<file path="config.mk">
export PLATFORM = sky130hd
export DESIGN_NAME = lru_block_buffer_cache
export DESIGN_NICKNAME = d
export VERILOG_FILES = /design/src/rtl/lbc_pkg.sv /design/src/rtl/lru_block_buffer_cache.sv /design/src/rtl/lbc_ram.sv /design/src/rtl/lbc_ctrl.sv /design/src/rtl/lbc_dp.sv
export VERILOG_INCLUDE_DIRS = /design/src /design/src/rtl
export SDC_FILE = /design/constraint.sdc
export NUM_CORES = 2
export LEC_CHECK = 0
export ABC_AREA = 1
export BUFFER_PORTS_ARGS = -buffer_cell sky130_fd_sc_hd__buf_2
export CAP_MARGIN = 20
export CORE_ASPECT_RATIO = 0.75
export CORE_MARGIN = 8
export CORE_UTILIZATION = 40
export DETAILED_ROUTE_END_ITERATION = 10
export PLACE_DENSITY = 0.56
export REMOVE_ABC_BUFFERS = 1
export SLEW_MARGIN = 30
export SYNTH_ARGS = -nofsm -noshare
export SYNTH_HDL_FRONTEND = slang
export SYNTH_HIERARCHICAL = 1
export SYNTH_SLANG_ARGS = --single-unit
</file>
<file path="constraint.sdc">
create_clock -name clk -period 9.95 [get_ports clk]
set_clock_uncertainty 0.1 [all_clocks]
set_input_delay 1.99 -clock clk [delete_from_list [all_inputs] [get_ports clk]]
set_output_delay 1.99 -clock clk [all_outputs]
set_load 0.01 [all_outputs]
</file>
<file path="src/rtl/lru_block_buffer_cache_macros.svh">
// ----------------------------------------------------------------------------
// lru_block_buffer_cache_macros
// assertion macros for the buffer cache rtl
// ----------------------------------------------------------------------------
`ifndef LRU_BLOCK_BUFFER_CACHE_MACROS_SVH
`define LRU_BLOCK_BUFFER_CACHE_MACROS_SVH

// plain check, clocked, off during reset
`define LBC_ASSERT(lbl, prop, msg) \
	lbl: assert property (@(posedge clk) disable iff (!arst_n) prop) else $error(msg);

// check that applies only while a result is offered
`define LBC_ASSERT_OUT(lbl, prop, msg) \
	lbl: assert property (@(posedge clk) disable iff (!arst_n) m_axis_tvalid |-> prop) \
		else $error(msg);

`endif

</file>
<file path="src/rtl/lbc_pkg.sv">
// ----------------------------------------------------------------------------
// lbc_pkg
// types and codes shared by the buffer cache modules
// ----------------------------------------------------------------------------
package lbc_pkg;

	localparam int DEV_W   = 8;
	localparam int BLK_W   = 32;
	localparam int TAG_W   = DEV_W + BLK_W;
	localparam int SLOT_W  = 5;
	localparam int CNT_W   = 8;
	localparam logic [CNT_W-1:0] COUNT_MAX = 8'd255;

	typedef enum logic [1:0] {
		REQ_ACQUIRE = 2'd0,
		REQ_RELEASE = 2'd1,
		REQ_PIN     = 2'd2,
		REQ_UNPIN   = 2'd3
	} req_t;

	typedef enum logic [1:0] {
		ST_OK      = 2'd0,
		ST_NO_FREE = 2'd1,
		ST_UNDER   = 2'd2,
		ST_OVER    = 2'd3
	} status_t;

	typedef enum logic [1:0] {
		S_IDLE,
		S_SCAN,
		S_DRAIN,
		S_COMMIT
	} state_t;

	typedef struct packed {
		logic load_req;
		logic scan_step;
		logic commit;
	} cmd_t;

	typedef struct packed {
		logic scan_last;
		logic out_free;
	} sts_t;

endpackage

</file>
<file path="src/rtl/lru_block_buffer_cache.sv">
// ----------------------------------------------------------------------------
// lru_block_buffer_cache
// lru buffer cache with per-slot reference counts
// ----------------------------------------------------------------------------
// One request at a time. An acquire walks the tag ram one slot per cycle,
// then drains and commits; release, pin and unpin skip the scan and go
// straight to commit. A new request is taken while the previous result still
// waits in the output register. Recency is kept as a rank per slot (0 = most
// recent); a hit picks the matching slot of lowest rank, a miss the free slot
// of highest rank.
module lru_block_buffer_cache #(
	parameter int NUM_BUFFERS = 32
) (
	input  logic        clk,
	input  logic        arst_n,
	input  logic        s_axis_tvalid,
	output logic        s_axis_tready,
	input  logic [47:0] s_axis_tdata,   // device_id, block_number, slot_index, zero pad
	input  logic [1:0]  s_axis_tuser,   // req_type
	output logic        m_axis_tvalid,
	input  logic        m_axis_tready,
	output logic [15:0] m_axis_tdata    // slot_out, was_hit, needs_read, status, zero pad
);
	import lbc_pkg::*;

	`include "lru_block_buffer_cache_macros.svh"

	cmd_t cmd;
	sts_t sts;

	logic [SLOT_W-1:0] out_slot;
	logic              out_hit, out_rd;
	logic [1:0]        out_status;

	lbc_ctrl u_ctrl (
		.clk       (clk),
		.arst_n    (arst_n),
		.req_valid (s_axis_tvalid),
		.req_kind  (s_axis_tuser),
		.req_ready (s_axis_tready),
		.sts       (sts),
		.cmd       (cmd)
	);

	lbc_dp #(.NUM_BUFFERS(NUM_BUFFERS)) u_dp (
		.clk        (clk),
		.arst_n     (arst_n),
		.cmd        (cmd),
		.sts        (sts),
		.in_kind    (s_axis_tuser),
		.in_dev     (s_axis_tdata[7:0]),
		.in_blk     (s_axis_tdata[39:8]),
		.in_slot    (s_axis_tdata[44:40]),
		.out_valid  (m_axis_tvalid),
		.out_ready  (m_axis_tready),
		.out_slot   (out_slot),
		.out_hit    (out_hit),
		.out_rd     (out_rd),
		.out_status (out_status)
	);

	assign m_axis_tdata = {7'b0, out_status, out_rd, out_hit, out_slot};

	// busy after each accepted request
	`LBC_ASSERT(a_busy_after_req, s_axis_tvalid && s_axis_tready |=> !s_axis_tready, "request taken while busy")
	// needs_read only on a good grant
	`LBC_ASSERT_OUT(a_rd_ok, !m_axis_tdata[6] || m_axis_tdata[8:7] == ST_OK, "needs_read with error status")
	// no free slot reports slot zero, no hit
	`LBC_ASSERT_OUT(a_nofree, m_axis_tdata[8:7] != ST_NO_FREE || m_axis_tdata[5:0] == 6'd0, "bad no-free result")
	// underflow never reports a hit
	`LBC_ASSERT_OUT(a_under, m_axis_tdata[8:7] != ST_UNDER || !m_axis_tdata[5], "hit on underflow")

endmodule

</file>
<file path="src/rtl/lbc_ram.sv">
// ----------------------------------------------------------------------------
// lbc_ram
// generic single write, single read ram with registered read data
// ----------------------------------------------------------------------------
module lbc_ram #(
	parameter int WIDTH = 8,
	parameter int DEPTH = 32
) (
	input  logic                     clk,
	input  logic                     we,
	input  logic [$clog2(DEPTH)-1:0] waddr,
	input  logic [WIDTH-1:0]         wdata,
	input  logic [$clog2(DEPTH)-1:0] raddr,
	output logic [WIDTH-1:0]         rdata
);

	logic [WIDTH-1:0] mem_q [DEPTH];

	always_ff @(posedge clk) begin
		if (we) begin
			mem_q[waddr] <= wdata;
		end
		rdata <= mem_q[raddr];
	end

endmodule

</file>
<file path="src/rtl/lbc_ctrl.sv">
// ----------------------------------------------------------------------------
// lbc_ctrl
// request sequencer: accept, tag scan, drain, commit
// ----------------------------------------------------------------------------
module lbc_ctrl (
	input  logic          clk,
	input  logic          arst_n,
	input  logic          req_valid,
	input  logic [1:0]    req_kind,
	output logic          req_ready,
	input  lbc_pkg::sts_t sts,
	output lbc_pkg::cmd_t cmd
);
	import lbc_pkg::*;

	state_t state_q, state_d;

	always_ff @(posedge clk or negedge arst_n) begin
		if (!arst_n) begin
			state_q <= S_IDLE;
		end else begin
			state_q <= state_d;
		end
	end

	always_comb begin
		state_d   = state_q;
		cmd       = '0;
		req_ready = 1'b0;
		case (state_q)
			S_IDLE: begin
				req_ready = 1'b1;
				if (req_valid) begin
					cmd.load_req = 1'b1;
					state_d = (req_t'(req_kind) == REQ_ACQUIRE) ? S_SCAN : S_COMMIT;
				end
			end
			S_SCAN: begin
				cmd.scan_step = 1'b1;
				if (sts.scan_last) begin
					state_d = S_DRAIN;
				end
			end
			S_DRAIN: begin
				state_d = S_COMMIT;
			end
			S_COMMIT: begin
				if (sts.out_free) begin
					cmd.commit = 1'b1;
					state_d = S_IDLE;
				end
			end
			default: begin
				state_d = S_IDLE;
			end
		endcase
	end

endmodule

</file>
<file path="src/rtl/lbc_dp.sv">
// ----------------------------------------------------------------------------
// lbc_dp
// slot state, tag ram, recency ranks, search and result register
// ----------------------------------------------------------------------------
module lbc_dp #(
	parameter int NUM_BUFFERS = 32
) (
	input  logic                         clk,
	input  logic                         arst_n,
	input  lbc_pkg::cmd_t                cmd,
	output lbc_pkg::sts_t                sts,
	input  logic [1:0]                   in_kind,
	input  logic [lbc_pkg::DEV_W-1:0]    in_dev,
	input  logic [lbc_pkg::BLK_W-1:0]    in_blk,
	input  logic [lbc_pkg::SLOT_W-1:0]   in_slot,
	output logic                         out_valid,
	input  logic                         out_ready,
	output logic [lbc_pkg::SLOT_W-1:0]   out_slot,
	output logic                         out_hit,
	output logic                         out_rd,
	output logic [1:0]                   out_status
);
	import lbc_pkg::*;

	localparam int W = $clog2(NUM_BUFFERS);

	req_t             req_q;
	logic [DEV_W-1:0] dev_q;
	logic [BLK_W-1:0] blk_q;
	logic [SLOT_W-1:0] slot_q;

	logic [CNT_W-1:0] ref_q   [NUM_BUFFERS];
	logic [W-1:0]     rank_q  [NUM_BUFFERS];
	logic [NUM_BUFFERS-1:0] cv_q;
	logic [NUM_BUFFERS-1:0] tag_ok_q;

	logic [W-1:0] cnt_q;
	logic [W-1:0] addr_s1;
	logic         valid_s1;

	logic         hit_found_q, free_found_q;
	logic [W-1:0] hit_slot_q, free_slot_q, hit_rank_q, free_rank_q;

	logic             tag_we;
	logic [TAG_W-1:0] tag_rdata, tag_cur;
	logic [W-1:0]     cs;
	logic [W-1:0]     ridx;
	logic [CNT_W-1:0] ref_r;
	logic [W-1:0]     rank_r;
	logic             match;
	logic             in_range;

	logic             upd_ref, mark_cv, move_front;
	logic [CNT_W-1:0] ref_new;
	logic [SLOT_W-1:0] res_slot;
	logic             res_hit, res_rd;
	status_t          res_st;

	lbc_ram #(.WIDTH(TAG_W), .DEPTH(NUM_BUFFERS)) u_tag_ram (
		.clk   (clk),
		.we    (tag_we),
		.waddr (free_slot_q),
		.wdata ({blk_q, dev_q}),
		.raddr (cnt_q),
		.rdata (tag_rdata)
	);

	assign sts.scan_last = (cnt_q == W'(NUM_BUFFERS - 1));
	assign sts.out_free  = !out_valid || out_ready;

	assign cs       = (req_q == REQ_ACQUIRE) ? (hit_found_q ? hit_slot_q : free_slot_q)
	                                         : W'(slot_q);
	assign in_range = (32'(slot_q) < 32'(NUM_BUFFERS));
	assign ridx     = cmd.commit ? cs : addr_s1;
	assign ref_r    = ref_q[ridx];
	assign rank_r   = rank_q[ridx];
	assign tag_cur  = tag_ok_q[addr_s1] ? tag_rdata : '0;
	assign match    = (tag_cur == {blk_q, dev_q});

	always_comb begin
		tag_we     = 1'b0;
		upd_ref    = 1'b0;
		mark_cv    = 1'b0;
		move_front = 1'b0;
		ref_new    = ref_r;
		res_slot   = slot_q;
		res_hit    = 1'b0;
		res_rd     = 1'b0;
		res_st     = ST_OK;
		case (req_q)
			REQ_ACQUIRE: begin
				res_slot = SLOT_W'(cs);
				if (hit_found_q) begin
					res_hit = 1'b1;
					if (ref_r == COUNT_MAX) begin
						res_st = ST_OVER;
					end else begin
						upd_ref = 1'b1;
						ref_new = ref_r + 1'b1;
						mark_cv = 1'b1;
						res_rd  = !cv_q[cs];
					end
				end else if (free_found_q) begin
					tag_we  = cmd.commit;
					upd_ref = 1'b1;
					ref_new = CNT_W'(1);
					mark_cv = 1'b1;
					res_rd  = 1'b1;
				end else begin
					res_slot = '0;
					res_st   = ST_NO_FREE;
				end
			end
			REQ_PIN: begin
				if (in_range) begin
					if (ref_r == COUNT_MAX) begin
						res_st = ST_OVER;
					end else begin
						upd_ref = 1'b1;
						ref_new = ref_r + 1'b1;
					end
				end
			end
			REQ_RELEASE, REQ_UNPIN: begin
				if (in_range) begin
					if (ref_r == '0) begin
						res_st = ST_UNDER;
					end else begin
						upd_ref    = 1'b1;
						ref_new    = ref_r - 1'b1;
						move_front = (req_q == REQ_RELEASE) && (ref_r == CNT_W'(1));
					end
				end
			end
			default: begin
				res_st = ST_OK;
			end
		endcase
	end

	always_ff @(posedge clk) begin
		if (cmd.load_req) begin
			req_q  <= req_t'(in_kind);
			dev_q  <= in_dev;
			blk_q  <= in_blk;
			slot_q <= in_slot;
		end
		if (cmd.scan_step) begin
			addr_s1 <= cnt_q;
		end
		if (valid_s1) begin
			if (match && (!hit_found_q || rank_r < hit_rank_q)) begin
				hit_slot_q <= addr_s1;
				hit_rank_q <= rank_r;
			end
			if (ref_r == '0 && (!free_found_q || rank_r > free_rank_q)) begin
				free_slot_q <= addr_s1;
				free_rank_q <= rank_r;
			end
		end
		if (cmd.commit) begin
			out_slot   <= res_slot;
			out_hit    <= res_hit;
			out_rd     <= res_rd;
			out_status <= res_st;
		end
	end

	always_ff @(posedge clk or negedge arst_n) begin
		if (!arst_n) begin
			cnt_q        <= '0;
			valid_s1     <= 1'b0;
			hit_found_q  <= 1'b0;
			free_found_q <= 1'b0;
			out_valid    <= 1'b0;
			cv_q         <= '0;
			tag_ok_q     <= '0;
			for (int i = 0; i < NUM_BUFFERS; i++) begin
				ref_q[i]  <= '0;
				rank_q[i] <= W'(NUM_BUFFERS - 1 - i);
			end
		end else begin
			valid_s1 <= cmd.scan_step;
			if (cmd.load_req) begin
				cnt_q        <= '0;
				hit_found_q  <= 1'b0;
				free_found_q <= 1'b0;
			end else if (cmd.scan_step && !sts.scan_last) begin
				cnt_q <= cnt_q + 1'b1;
			end
			if (valid_s1) begin
				if (match) begin
					hit_found_q <= 1'b1;
				end
				if (ref_r == '0) begin
					free_found_q <= 1'b1;
				end
			end
			if (cmd.commit) begin
				out_valid <= 1'b1;
				if (upd_ref) begin
					ref_q[cs] <= ref_new;
				end
				if (mark_cv) begin
					cv_q[cs] <= 1'b1;
				end
				if (tag_we) begin
					tag_ok_q[cs] <= 1'b1;
				end
				if (move_front) begin
					for (int i = 0; i < NUM_BUFFERS; i++) begin
						if (rank_q[i] < rank_r) begin
							rank_q[i] <= rank_q[i] + 1'b1;
						end
					end
					rank_q[cs] <= '0;
				end
			end else if (out_ready) begin
				out_valid <= 1'b0;
			end
		end
	end

endmodule
</file>
==> reports/qor.yml <==
clock_network:
  postCtsHoldBufs: 0
  cts_buffers: 192
  clock_path_buffers: 3
  cts_num_sinks: 1892
  post_cts_buffers: 0
  cts_tree: "yes"
  clkTransAtPathRegs_ns: 0.06
  clock-root-buffer: "clkbuf_16"
  htreeDepth: 4
  worstSkewPairLatency_ns: 0.84
  ctsResizeCount: 0
finish:
  area_growth_pct: 11.6
  final_cells: 12100
  nNetsFinal: 9226
  drive_above_1_share_pct: 8.42
sta:
  rsz0062_at_grt: "false"
  drv_slew: 0
  fmax_mhz: 128
  fin_crit_sh_pct: 78.7
  worstMarginPinSlew_ns: 1.09
  finalSetupViolations: 0
  max-slew-margin-rel_pct: 27.3
  fin_crit_ns: 7.83
  holdWs_ns: 0.356
  finalHoldViolations: 0
global_routing:
  grt_pass1_wl_um: 396000
  grt_max_degree: 196
  grt_usage_pct: 21.8
  grt-ovfl-total: 0
  antenna_found_initial: 3
  grt_pass1_vias: 61900
place:
  gp_congestion: 0.907
  dp.cells: 11700
  port_buffers: 61
  detailedPlacementHpwl_um: 152000
worst_hold_path:
  min_path_cells: 2
  hold_path_class: "reg2reg"
routing:
  detail_route.iter0.violations: 7201
  post_drt_wl_per_cell_um: 21.8
  dr.pass1.iters: 6
  drt-vias-per-instance: 5.46
  drc: 0
  drtAntennaViolNets: 0
  vias: 66100
  wl_um: 264000
setup_path:
  crit_path_end_kind: "flop"
  cp_common_cell: "nand2_1"
  worst-setup-path-type: "in2reg"
  crit_arrival_ns: 8.40
  startpoint_type: "input pin"
  cpMaxStageDelayCell: "inv_1"
  path_max_fanout: 63
  worst_ep_required_time_ns: 10.52
  reg2reg_depth: 24
  crit_path_max_incr_delay_ns: 0.74
run:
  maxCapViolCount: 0
floorplan:
  num_rows: 149
  die_area_um2: 236000
  io_pins: 72
  initial_core_util_pct: 40.1
  die_height_um: 422
  die_x_um: 558
  core_um2: 219000
power:
  p_seq_share_pct: 31.7
  power_leakage_uw: 0.0399
  ir_drop_v: 0.000292
  combPwrFrac_pct: 45.2
  switching_power_uw: 14000
  clockPowerShare_pct: 23.1
  internal_power_uw: 17500
  powerDensity_nw_per_um2: 321
  p_sw_share_pct: 44.5
synth:
  synth_cells: 9030
  syn_area_per_cell_um2: 9.75
  ys_ff_latch: 1892
  yosysWarnings: 6
  synth_async_sr_flop_share_pct: 26.0
  netlist.area_leader.share_pct: 46.4
  synth_edf_count: 1361
  ys_seq_area_share_pct: 61.4
  synth.most_common_cell: "nand2_1"
  synth_area_um2: 88000
  synth_commonest_cells: "nand2_1, nand3_1, edfxtp_1"
  yosys_most_used_dff: "edfxtp_1"
  synth_area_leader_cell: "edfxtp_1"
  yosys-top-cells-area: "edfxtp_1, nand2_1, dfrtp_1"
  synthDistinctLibCells: 50
run_status:
  outcome: "finished clean"
## path summary, 6_finish.rpt
path | from | endpoint | slack, ns
worst max-delay path | m_axis_tready | u_dp/rank_q[9] | 2.12
worst min-delay path | u_dp/tag_ok_q[6] | u_dp/tag_ok_q[6] | 0.36
worst max register to register | u_ctrl/state_q[0] | u_dp/rank_q[9] | 2.86
worst min register to register | u_dp/tag_ok_q[6] | u_dp/tag_ok_q[6] | 0.36
max in group asynchronous | arst_n | u_dp/rank_q[121] | 6.69
min in group asynchronous | arst_n | u_dp/ref_q[10] | 1.14
## critical path, delay by kind of cell
| kind | cells | cell delay (ns) |
|---|---|---|
| buf+inv | 7 | 2.60 |
| compound gates | 8 | 1.94 |
| simple gates | 10 | 1.43 |
| fa+ha+maj | 1 | 0.33 |
## per-layer routing
metal,global-route usage (%),vias up,part of all wire (%)
li1,-,30700,-
met1,33.4,32500,47
met2,31.9,2498,43
met3,4.16,330,8.4
met4,5.02,0,2.1
met5,0,-,0
## power groups by stage
stage / sequential, µW / combinational [µW] / clock (µW)
after floorplan: 10500 / 9470 / 0
after global placement: 10200 / 13700 / 0
after detailed placement: 10200 / 13900 / 0
after CTS: 10000 / 14000 / 7430
after global routing: 10100 / 15800 / 7740
final: 10000 / 14300 / 7280
## through the flow
| step | util, % | worst slack [ns] | cell area (µm²) | setup TNS, ns | power, µW |
|---|---|---|---|---|---|
| 2_1_floorplan | - | -17.97 | 85700 | -2818.41 | 19900 |
| 3_3_place_gp | 41.6 | 1.15 | 91300 | 0 | 23900 |
| 3_5_place_dp | 41.7 | 1.13 | 91600 | 0 | 24100 |
| 4_1_cts | 44.6 | 2.00 | 98000 | 0 | 31500 |
| 5_1_grt | 44.8 | 1.74 | 98200 | 0 | 33700 |
| 6_report | 44.8 | 2.12 | 98300 | 0 | 31500 |
## cell type report
| type | instances | area, µm² |
|---|---|---|
| well taps | 2944 | 3680 |
| repair buffers | 232 | 2040 |
| inverters | 419 | 1600 |
| multi-input cells | 6255 | 30500 |
| clock inverters | 77 | 843 |
| fillers | 20500 | 121000 |
| clock buffers | 286 | 5540 |
| flip-flops and latches | 1892 | 54100 |
| diodes | 2 | 5.00 |
## sequential cells by signal, summed over array words and instances, names as in the netlist, 8 cells and up
| signal | flops |
|---|---|
| u_dp/ref_q | 256 |
| u_dp/tag_ok_q | 32 |
| u_dp/blk_q | 32 |
| u_dp/rank_q | 160 |
| u_dp/u_tag_ram/mem_q | 1280 |
| u_dp/u_tag_ram/rdata | 40 |
| u_dp/cv_q | 32 |
| u_dp/dev_q | 8 |
## placed cells by master, fill, tap and decap left out, types with 10 or more instances in the layout
| cell | n |
|---|---|
| nand3b_1 | 103 |
| o21bai_1 | 43 |
| nand2_1 | 3255 |
| nor2_1 | 227 |
| nand4_2 | 20 |
| o21ai_0 | 276 |
| inv_2 | 11 |
| buf_16 | 12 |
| xor2_1 | 69 |
| clkbuf_1 | 61 |
| o211ai_1 | 34 |
| ha_1 | 180 |
| a21oi_1 | 116 |
| buf_4 | 135 |
| dfstp_2 | 80 |
| clkinv_2 | 28 |
| buf_12 | 11 |
| o21ai_2 | 22 |
| nand4_1 | 158 |
| dfxtp_1 | 40 |
| o21ai_1 | 28 |
| buf_2 | 60 |
| buf_6 | 10 |
| nor2_4 | 65 |
| a211oi_1 | 37 |
| dfrtp_1 | 406 |
| or2_2 | 11 |
| clkinv_1 | 25 |
| inv_1 | 400 |
| xnor2_1 | 42 |
| clkbuf_8 | 28 |
| nand3_1 | 1459 |
| nor3_1 | 29 |
| edfxtp_1 | 1361 |
| clkbuf_16 | 197 |
## cell families after synthesis
| family | share of synthesized area, % |
|---|---|
| buffers and inverters | 4.50 |
| adders and majority gates | 2.56 |
| DFF | 61.4 |
| xor gates and xnor gates | 1.10 |
| and+or+nand+nor | 26.4 |
| AOI/OAI and AO/OA | 4.00 |
| other | 0.00426 |
(Power assumes the default switching activity.)
